==> src/sv/spq_pkg.sv <==
// Package: shared constants and types of the sorted priority queue.
package spq_pkg;

	localparam int CNT_W     = 5;
	localparam int CAP_W     = 5;
	localparam int ST_W      = 2;
	localparam int CAP_MAX   = (1 << CAP_W) - 1;

	localparam logic [CAP_W-1:0] CAP_RESET = CAP_W'(10);

	localparam logic [ST_W-1:0] ST_DONE  = 2'd0;
	localparam logic [ST_W-1:0] ST_FULL  = 2'd1;
	localparam logic [ST_W-1:0] ST_EMPTY = 2'd2;

	localparam logic MODE_INSERT = 1'b0;
	localparam logic MODE_REMOVE = 1'b1;

	// Broadcast control seen by one cell of the sorted chain.
	typedef struct packed {
		logic ins;     // insert taking effect this cycle
		logic occ;     // cell lies below the current count
		logic at_end;  // cell is the first free slot
	} cell_ctl_t;

endpackage

==> src/sv/spq_ifs.sv <==
// Interfaces: request, result and configuration channels of the queue.
interface spq_req_if #(parameter int VW = 32);
	logic          valid;
	logic          ready;
	logic          mode;
	logic [VW-1:0] value;

	modport source (output valid, mode, value, input ready);
	modport sink   (input valid, mode, value, output ready);
endinterface

interface spq_rsp_if #(parameter int VW = 32);
	logic                         valid;
	logic                         ready;
	logic [spq_pkg::ST_W-1:0]     status;
	logic [VW-1:0]                front_value;
	logic                         front_valid;
	logic [spq_pkg::CNT_W-1:0]    entry_count;
	logic                         is_full;
	logic                         is_empty;

	modport source (output valid, status, front_value, front_valid, entry_count, is_full,
		is_empty, input ready);
	modport sink   (input valid, status, front_value, front_valid, entry_count, is_full,
		is_empty, output ready);
endinterface

interface spq_cfg_if;
	logic                      valid;
	logic                      ready;
	logic [spq_pkg::CAP_W-1:0] capacity_in_use;

	modport source (output valid, capacity_in_use, input ready);
	modport sink   (input valid, capacity_in_use, output ready);
endinterface

==> src/sv/spq_cell.sv <==
// One cell of the sorted chain: holds one entry, shifts up from its lower neighbor.
module spq_cell #(
	parameter int VW = 32
) (
	input  logic               clk,
	input  spq_pkg::cell_ctl_t ctl,
	input  logic [VW-1:0]      ins_value,
	input  logic [VW-1:0]      left_value,
	input  logic               left_ge,
	output logic [VW-1:0]      value,
	output logic               ge
);
	import spq_pkg::*;

	logic [VW-1:0] val_q;

	// ge: this entry moves up when the new value lands at or below it
	assign ge    = ctl.occ && ($signed(ins_value) <= $signed(val_q));
	assign value = val_q;

	always_ff @(posedge clk) begin
		if (ctl.ins && ((ctl.occ && ge) || ctl.at_end)) begin
			val_q <= left_ge ? left_value : ins_value;
		end
	end

endmodule

==> src/sv/sorted_priority_queue_core.sv <==
// Top level: bounded max-priority queue kept in a sorted chain of cells.
//
// Usage:
//   req carries one item per handshake: mode 0 inserts value, mode 1 removes the
//   largest entry. rsp returns exactly one result per request item: status, the
//   front (largest) entry with its valid bit, the entry count and full/empty flags,
//   all describing the queue after the operation.
//   cfg writes capacity_in_use (values above MAX_ENTRIES act as MAX_ENTRIES,
//   zero makes every insert drop); always ready; the user must write it only while idle.
// Timing and throughput:
//   A result is loaded into the rsp register when its item is accepted.
//   One item per cycle unless rsp stalls: every cell compares against the new value
//   and shifts in the same cycle; the front is read from the chain at the count.
// Stall:
//   req.ready drops while a result waits in rsp and rsp.ready is low; nothing is
//   lost or repeated.
// Reset:
//   arst_n clears the count and the output valid and loads capacity 10; the cell
//   contents stay undefined and are read only below the count.
module sorted_priority_queue_core #(
	parameter int MAX_ENTRIES = 16,
	parameter int VALUE_WIDTH = 32
) (
	input  logic       clk,
	input  logic       arst_n,
	spq_req_if.sink    req,
	spq_rsp_if.source  rsp,
	spq_cfg_if.sink    cfg
);
	import spq_pkg::*;

	localparam int CAP_LIM = (MAX_ENTRIES > CAP_MAX) ? CAP_MAX : MAX_ENTRIES;

	logic [CAP_W-1:0]       cap_q;
	logic [CNT_W-1:0]       count_q;
	logic [CAP_W-1:0]       cap_eff;

	logic [VALUE_WIDTH-1:0] vals [MAX_ENTRIES];
	logic                   ges  [MAX_ENTRIES];
	logic [VALUE_WIDTH-1:0] top_val;
	logic [VALUE_WIDTH-1:0] sec_val;

	logic                   acc;
	logic                   ins;
	logic [CNT_W-1:0]       cnt_n;
	logic [ST_W-1:0]        st_n;
	logic [VALUE_WIDTH-1:0] front_n;
	logic                   fv_n;

	logic                   out_valid_q;
	logic [ST_W-1:0]        status_q;
	logic [VALUE_WIDTH-1:0] front_q;
	logic                   fv_q;
	logic [CNT_W-1:0]       count_out_q;
	logic                   full_q;
	logic                   empty_q;

	assign cap_eff   = (cap_q > CAP_W'(CAP_LIM)) ? CAP_W'(CAP_LIM) : cap_q;
	assign req.ready = !out_valid_q || rsp.ready;
	assign cfg.ready = 1'b1;
	assign acc       = req.valid && req.ready;
	assign ins       = acc && (req.mode == MODE_INSERT) && (count_q < cap_eff);

	// front and the entry just below it, read at the count
	always_comb begin
		top_val = '0;
		sec_val = '0;
		for (int i = 0; i < MAX_ENTRIES; i++) begin
			if (i == int'(count_q) - 1) top_val = vals[i];
			if (i == int'(count_q) - 2) sec_val = vals[i];
		end
	end

	for (genvar i = 0; i < MAX_ENTRIES; i++) begin : g_cell
		cell_ctl_t              ctl;
		logic [VALUE_WIDTH-1:0] lv;
		logic                   lg;

		assign ctl.ins    = ins;
		assign ctl.occ    = (i < int'(count_q));
		assign ctl.at_end = (i == int'(count_q));

		if (i == 0) begin : g_first
			assign lv = '0;
			assign lg = 1'b0;
		end else begin : g_rest
			assign lv = vals[i-1];
			assign lg = ges[i-1];
		end

		spq_cell #(.VW(VALUE_WIDTH)) u_cell (
			.clk        (clk),
			.ctl        (ctl),
			.ins_value  (req.value),
			.left_value (lv),
			.left_ge    (lg),
			.value      (vals[i]),
			.ge         (ges[i])
		);
	end

	always_comb begin
		cnt_n   = count_q;
		st_n    = ST_DONE;
		front_n = top_val;
		fv_n    = (count_q != '0);
		if (req.mode == MODE_INSERT) begin
			if (count_q >= cap_eff) begin
				st_n = ST_FULL;
			end else begin
				cnt_n = count_q + CNT_W'(1);
				fv_n  = 1'b1;
				if (count_q == '0 || $signed(req.value) > $signed(top_val)) begin
					front_n = req.value;
				end
			end
		end else begin
			if (count_q == '0) begin
				st_n = ST_EMPTY;
			end else begin
				cnt_n   = count_q - CNT_W'(1);
				fv_n    = (count_q >= CNT_W'(2));
				front_n = fv_n ? sec_val : '0;
			end
		end
	end

	always_ff @(posedge clk or negedge arst_n) begin
		if (!arst_n) begin
			cap_q       <= CAP_RESET;
			count_q     <= '0;
			out_valid_q <= 1'b0;
		end else begin
			if (cfg.valid) begin
				cap_q <= cfg.capacity_in_use;
			end
			if (acc) begin
				count_q     <= cnt_n;
				out_valid_q <= 1'b1;
			end else if (rsp.ready) begin
				out_valid_q <= 1'b0;
			end
		end
	end

	always_ff @(posedge clk) begin
		if (acc) begin
			status_q    <= st_n;
			front_q     <= front_n;
			fv_q        <= fv_n;
			count_out_q <= cnt_n;
			full_q      <= (cnt_n >= cap_eff);
			empty_q     <= (cnt_n == '0);
		end
	end

	assign rsp.valid       = out_valid_q;
	assign rsp.status      = status_q;
	assign rsp.front_value = front_q;
	assign rsp.front_valid = fv_q;
	assign rsp.entry_count = count_out_q;
	assign rsp.is_full     = full_q;
	assign rsp.is_empty    = empty_q;

endmodule

==> src/flat_wrapper.sv <==
// flat-port wrapper written by rule: the top's interface ports become plain ports
module sorted_priority_queue_core_flat import spq_pkg::*;
#(
	parameter int MAX_ENTRIES = 16,
	parameter int VALUE_WIDTH = 32
)
  (clk, arst_n, req_valid, req_mode, req_value, req_ready, rsp_valid, rsp_status, rsp_front_value, rsp_front_valid, rsp_entry_count, rsp_is_full, rsp_is_empty, rsp_ready, cfg_valid, cfg_capacity_in_use, cfg_ready);
  spq_req_if req_i ();
  spq_rsp_if rsp_i ();
  spq_cfg_if cfg_i ();
  input  logic clk;
  input  logic arst_n;
  input wire logic [$bits(req_i.valid)-1:0] req_valid;
  input wire logic [$bits(req_i.mode)-1:0] req_mode;
  input wire logic [$bits(req_i.value)-1:0] req_value;
  output wire logic [$bits(req_i.ready)-1:0] req_ready;
  output wire logic [$bits(rsp_i.valid)-1:0] rsp_valid;
  output wire logic [$bits(rsp_i.status)-1:0] rsp_status;
  output wire logic [$bits(rsp_i.front_value)-1:0] rsp_front_value;
  output wire logic [$bits(rsp_i.front_valid)-1:0] rsp_front_valid;
  output wire logic [$bits(rsp_i.entry_count)-1:0] rsp_entry_count;
  output wire logic [$bits(rsp_i.is_full)-1:0] rsp_is_full;
  output wire logic [$bits(rsp_i.is_empty)-1:0] rsp_is_empty;
  input wire logic [$bits(rsp_i.ready)-1:0] rsp_ready;
  input wire logic [$bits(cfg_i.valid)-1:0] cfg_valid;
  input wire logic [$bits(cfg_i.capacity_in_use)-1:0] cfg_capacity_in_use;
  output wire logic [$bits(cfg_i.ready)-1:0] cfg_ready;
  assign req_i.valid = req_valid;
  assign req_i.mode = req_mode;
  assign req_i.value = req_value;
  assign req_ready = req_i.ready;
  assign rsp_valid = rsp_i.valid;
  assign rsp_status = rsp_i.status;
  assign rsp_front_value = rsp_i.front_value;
  assign rsp_front_valid = rsp_i.front_valid;
  assign rsp_entry_count = rsp_i.entry_count;
  assign rsp_is_full = rsp_i.is_full;
  assign rsp_is_empty = rsp_i.is_empty;
  assign rsp_i.ready = rsp_ready;
  assign cfg_i.valid = cfg_valid;
  assign cfg_i.capacity_in_use = cfg_capacity_in_use;
  assign cfg_ready = cfg_i.ready;
  sorted_priority_queue_core #(.MAX_ENTRIES(MAX_ENTRIES), .VALUE_WIDTH(VALUE_WIDTH)) u_core (.clk(clk), .arst_n(arst_n), .req(req_i), .rsp(rsp_i), .cfg(cfg_i));
endmodule
==> config.mk <==
export PLATFORM = sky130hd
export DESIGN_NAME = sorted_priority_queue_core_flat
export DESIGN_NICKNAME = d
export VERILOG_FILES = /design/src/sv/spq_pkg.sv /design/src/sv/spq_ifs.sv /design/src/sv/spq_cell.sv /design/src/sv/sorted_priority_queue_core.sv /design/src/flat_wrapper.sv
export SDC_FILE = /design/constraint.sdc
export NUM_CORES = 2
export LEC_CHECK = 0
export ABC_AREA = 1
export BUFFER_PORTS_ARGS = -buffer_cell sky130_fd_sc_hd__buf_2
export CAP_MARGIN = 20
export CORE_MARGIN = 4
export CORE_UTILIZATION = 30
export CTS_BUF_LIST = sky130_fd_sc_hd__clkbuf_16
export CTS_CLUSTER_DIAMETER = 150
export DETAILED_ROUTE_END_ITERATION = 7
export RECOVER_POWER = 100
export SLEW_MARGIN = 20
export SYNTH_ARGS = -nofsm -noshare
export SYNTH_HDL_FRONTEND = slang
export SYNTH_HIERARCHICAL = 1
export SYNTH_SLANG_ARGS = --single-unit
==> constraint.sdc <==
create_clock -name clk -period 7.95 [get_ports clk]
set_input_delay 1.59 -clock clk [delete_from_list [all_inputs] [get_ports clk]]
set_output_delay 1.59 -clock clk [all_outputs]
set_load 0.005 [all_outputs]
# ---- After elaboration in Yosys (flattened, before gate mapping)
# Index checks and enable logic that the tools add are counted.
dict set report classes {
  n_reduce_logical 77
  muxes 64
  bitwise 1
  add_sub_neg 4
  n_lt_le_gt_ge 38
  eq_ne 45
}
# cell n
set op_table {}
lappend op_table {{two-way mux 32 bit} 52}
lappend op_table {{== test 5 x 32 -> 1 bit, first input constant} 16}
lappend op_table {{less-or-equal comparator 32 bit} 16}
lappend op_table {{== test 4 x 32 -> 1 bit, first input constant} 8}
lappend op_table {{== test 3 x 32 -> 1 bit, first input constant} 4}
lappend op_table {{== test 2 x 32 -> 1 bit, first input constant} 2}
lappend op_table {{zero test 32 bit} 2}
lappend op_table {{logical AND 1 bit} 51}
lappend op_table {{== test 5 bit, first input constant} 8}
lappend op_table {{< comparator 4 x 5 -> 1 bit, first input constant} 8}
lappend op_table {{greater-than comparator 32 bit} 1}
lappend op_table {{== test 4 x 5 -> 1 bit, first input constant} 4}
lappend op_table {{< comparator 3 x 5 -> 1 bit, first input constant} 4}
lappend op_table {{two-way mux 5 bit} 4}
lappend op_table {{logical OR 1 bit} 18}
lappend op_table {{zero test 5 bit} 3}
lappend op_table {{== test 3 x 5 -> 1 bit, first input constant} 2}
lappend op_table {{greater-or-equal comparator 5 bit} 2}
lappend op_table {{< comparator 1 x 5 -> 1 bit, first input constant} 2}
lappend op_table {{< comparator 2 x 5 -> 1 bit, first input constant} 2}
lappend op_table {{two-way mux 1 bit} 6}
lappend op_table {{subtractor 5 x 1 -> 6 bit, second input constant} 1}
lappend op_table {{subtractor 5 x 2 -> 6 bit, second input constant} 1}
lappend op_table {{adder 5 x 1 -> 5 bit, second input constant} 1}
lappend op_table {{10 further kinds} 11}
dict set report totals {
  reg_bits 565
  in_bits 43
  output_inout_bits 45
  elab_cells 254
}

# ---- Depth between registers and ports, before layout
dict set report depth {
  ltp_word 23
  mapped_depth 47
  depth_no_buf 46
}

# ---- Cells and area by module
# The synthesis kept the hierarchy.
# module instances area_each_um2 seq_area_each_um2 cells_each
set modules_own_cells {}
lappend modules_own_cells {{spq_cell at u_core.g_cell[0].u_cell ...} 11 2270.9 960.9 217}
lappend modules_own_cells {sorted_priority_queue_core 1 15165.8 1539.0 2996}
lappend modules_own_cells {{spq_cell at u_core.g_cell[5].u_cell ...} 5 2255.9 960.9 219}

# ---- Worst setup path before layout
# OpenSTA, ideal clock, no wires.
dict set report synth_timing {
  kind {register to register}
  from {register u_core.count_q[1]}
  to {register u_core.front_q[28] (netlist: u_core/rsp.front_value[28]), data pin}
  t_arrival_ps 4557
  setup_slack_ps 3138
  path_buffers 4
  stages_incl_launch_ff 36
  required_time_ps 7695
  period_less_slack_ps 4812
  path_cell_list {dfrtp_1 > inv_1 > ha_1 > nand2_1 > nand2_1 > nand2_2 > nor2_8 > nand2_4 > buf_6 > nor2_2 > buf_4 > clkbuf_1 > nand2_1 > nand3_1 > nand3_1 > nand3_1 > nand2_1 > nand2_1 > nand2_1 > ha_1 > nand2_1 > inv_1 > a221oi_1 > o21ai_0 > nand2_1 > o2111ai_1 > nand2_1 > nand2_1 > nand2_1 > nand3_1 > nand2_1 > nand2_1 > clkbuf_1 > o21ai_0 > a2bb2oi_1 > nand2_1}
}
dict set report synth_between {
  elab_chain_len 23
}
# item line
set synth_lines {}
lappend synth_lines {{start, declared} sorted_priority_queue_core.sv:35} ;# logic [CNT_W-1:0] count_q;
lappend synth_lines {{start signal, assigned} sorted_priority_queue_core.sv:138} ;# count_q <= cnt_n;
lappend synth_lines {{subtractor 5 x 1 -> 6 bit} sorted_priority_queue_core.sv:69} ;# if (i == int'(count_q) - 1) top_val = vals[i];
lappend synth_lines {{zero test 32 bit} sorted_priority_queue_core.sv:69}
lappend synth_lines {{two-way mux 32 bit (16 in series)} sorted_priority_queue_core.sv:69}
lappend synth_lines {{greater-than comparator 32 bit} sorted_priority_queue_core.sv:113} ;# if (count_q == '0 || $signed(req.value) > $signed(top_val)) begin
lappend synth_lines {{logical OR 1 bit} sorted_priority_queue_core.sv:113}
lappend synth_lines {{two-way mux 32 bit} sorted_priority_queue_core.sv:113}
lappend synth_lines {{two-way mux 32 bit} sorted_priority_queue_core.sv:108} ;# if (count_q >= cap_eff) begin
lappend synth_lines {{two-way mux 32 bit *} sorted_priority_queue_core.sv:107} ;# if (req.mode == MODE_INSERT) begin
lappend synth_lines {{named net u_core.front_n[28]} sorted_priority_queue_core.sv:47} ;# logic [VALUE_WIDTH-1:0] front_n;
lappend synth_lines {{end signal, assigned} sorted_priority_queue_core.sv:149} ;# front_q <= front_n;
lappend synth_lines {{end, declared} sorted_priority_queue_core.sv:52} ;# logic [VALUE_WIDTH-1:0] front_q;
# The timed path passes the listed nets; every way through them passes the cells marked *.
# A chain may end at the register's enable or synchronous reset.

# ---- Worst setup path in the final report
dict set report layout_timing {
  from {input req_value[25]}
  to {register u_core.g_cell[14].u_cell.val_q[8], enable pin}
}
dict set report layout_between {
  elab_chain_len 5
}
# item line
set layout_lines {}
lappend layout_lines {{start, declared} flat_wrapper.sv:15} ;# input wire logic [$bits(req_i.value)-1:0] req_value;
lappend layout_lines {{less-or-equal comparator 32 bit} spq_cell.sv:18} ;# assign ge = ctl.occ && ($signed(ins_value) <= $signed(val_q));
lappend layout_lines {{logical AND 1 bit} spq_cell.sv:18}
lappend layout_lines {{logical AND 1 bit} spq_cell.sv:22} ;# if (ctl.ins && ((ctl.occ && ge) || ctl.at_end)) begin
lappend layout_lines {{logical OR 1 bit} spq_cell.sv:22}
lappend layout_lines {{logical AND 1 bit} spq_cell.sv:22}
lappend layout_lines {{end signal, assigned} spq_cell.sv:23} ;# val_q <= left_ge ? left_value : ins_value;
lappend layout_lines {{end, declared} spq_cell.sv:15} ;# logic [VW-1:0] val_q;
# Every way passes these cells.

==> metrics.txt <==
die width=around 420 um; share of cells above drive strength 1=14.0%; vias in the first global route=43100; Post-CTS Hold Fix Bufs=0; grt ovf=0; Tcrit/Tclk final=approximately 94%; Yosys warnings=6; Slew Limit Fails=roughly 1500; HP Start=u_core/cap_q[2]$_DFFE_PN0P_; max cap viols=about 50; hold slack=about 0.51 ns; DRC=0; most common cell after layout, fill and taps aside=nand2_1; CTS clock-pin slew for the worst setup and hold paths=roughly 0.060 ns; largest net degree at the start of global routing=65; NetSw=about 9500 uW; gp weighted congestion=0.909; CTS HTree Levels=3; Setup-failing EPs final=0; Syn Inst Count=roughly 6500; sequential power share=22.8%; setup slack, reg-to-reg=roughly 0.63 ns; crit path capture=u_core/g_cell[14].u_cell/value[8]$_DFFE_PP_; Gate power share=60.3%; number of clock buffers inserted by TritonCTS=just under 70; r2r endpoint=u_core/rsp.front_value[30]$_DFFE_PP_; first-pass GRT wire length=270000 um; clock skew=between 0.02 and 0.03 ns; DR vias=45300; CTS tree=yes; Arrival @ worst endpoint=around 7.7 ns; maximum clock path buffer count=3; maximum vdd ir drop=slightly below 0.0002 V; die area=approximately 0.18 mm2; Clock power frac=16.9%; post-detail-place hpwl=between 100000 and 150000 um; Synth Cell Area=between 0.05 and 0.06 mm2; First-pass DRT Iterations=6; root cell of the clock tree=clkbuf_16; Syn Area/Cell=a little under 8 um2; Leak Pwr=0.0258 uW; clock sinks=around 570; PortBufs=86; Wirelength per Cell=20.3 um; core area=0.170 mm2; Nets=between 7000 and 8000; Area growth, synth to finish=9.65%; Routed Antenna Nets=0; Worst Hold Class=reg2reg; Critical Path RT=8.17 ns; Final min period=roughly 7.5 ns; Worst Path Max Fanout=35; CP endpoint kind=flop; power per cell area=336 mW/mm2; critical path class=in2reg; Final Hold Viols=0; worst slew pin tran=3.14 ns; commonest cells after routing, fill and taps aside=1675 x nand2_1, 1011 x inv_1, 567 x ha_1; Internal=about 9500 uW; IO Count=between 80 and 90; Initial DRC Count=between 4000 and 5000; total negative slack=0 ns; initial core utilization=a little under a third; routed wire length=178000 um; Overall Global Routing Usage=between 10% and 20%; Skew-Pair Late Insertion Delay=0.67 ns; Post-CTS Setup Inserts=0; initial antenna violation count=8; f_max=134 MHz; Critical Path Source=req_value[25]; row count=~150; FF-to-FF path depth=35; RSZ-0062 raised after global routing=false; post-cts resize count=0; Slew headroom=-109%; FF-to-FF Start=u_core/count_q[1]$_DFFE_PN0P_; Setup crit start kind=primary input; Sw Share=between 40% and 50%; failing checks=max-capacitance violations, max-slew violations; DR vias/cell=5.14; status=finished with violations; die height=~420 um
==> how the worst min path moves through the flow <==
stage	cells after the start	end	slack, ns
after floorplan	1	u_core/cap_q[2]$_DFFE_PN0P_	0.48
after global placement	1	u_core/cap_q[2]$_DFFE_PN0P_	0.50
after detailed placement	1	u_core/cap_q[2]$_DFFE_PN0P_	0.50
after CTS	1	u_core/cap_q[2]$_DFFE_PN0P_	0.51
after global routing	1	u_core/cap_q[2]$_DFFE_PN0P_	0.54
final	1	u_core/cap_q[2]$_DFFE_PN0P_	0.51
==> per-stage QoR <==
stage	power, uW	utilization [%]	worst slack (ns)	area [um2]	instances
CTS	18800	33.4	1.02	56800	8796
detailed placement	15500	32.2	1.07	54600	8672
global route	20200	33.2	0.234	56400	8801
finish	18900	33.2	0.489	56400	8804
floorplan	11600	-	3.14	51500	6509
global placement	15400	32.2	1.06	54600	8672
==> power by group through the flow <==
stage	Combinational, uW	Sequential [uW]	Clock (uW)
after CTS	11200	4310	3260
after global placement	11000	4360	0
after detailed placement	11100	4360	0
after floorplan	7400	4170	0
after global routing	12500	4350	3370
final	11400	4320	3200
==> critical path, stage by stage <==
cell,delay [ns]
buf_2,0.07
clkbuf_1,1.60
ha_1,0.31
nand2_1,0.07
nor2_1,0.21
nand2_1,0.19
nor3b_1,0.59
nand4_1,0.46
nand3_1,0.38
nand2_1,0.17
a21oi_4,0.15
clkbuf_1,1.78
==> state kept, by name, summed over array words and instances (netlist names) <==
register                    count
u_core/rsp.entry_count          5
u_core/g_cell.u_cell/value    512
u_core/rsp.status               2
u_core/rsp.is_empty             1
u_core/rsp.front_value         32
u_core/count_q                  5
u_core/rsp.valid                1
u_core/cap_q                    5
u_core/rsp.front_valid          1
u_core/rsp.is_full              1
==> metal layers <==
metal	vias to the layer above	part of all wire [%]	GRT usage (%)
li1	21700	-	-
met5	-	0.0050	0
met2	1833	44	29.9
met1	21500	45	27.4
met3	266	8.2	3.67
met4	2	3.1	5.63
==> final cells by class <==
cell class,instances,area [um2]
Antenna cell,3,7.51
Clock buffer,70,1750
Clock inverter,54,418
Fill cell,17700,113000
Inverter,1049,3940
Multi-Input combinational cell,4641,29500
Sequential cell,565,16900
Tap cell,2218,2780
Timing Repair Buffer,204,1100
Note: power is estimated with default switching activity, not from simulation.
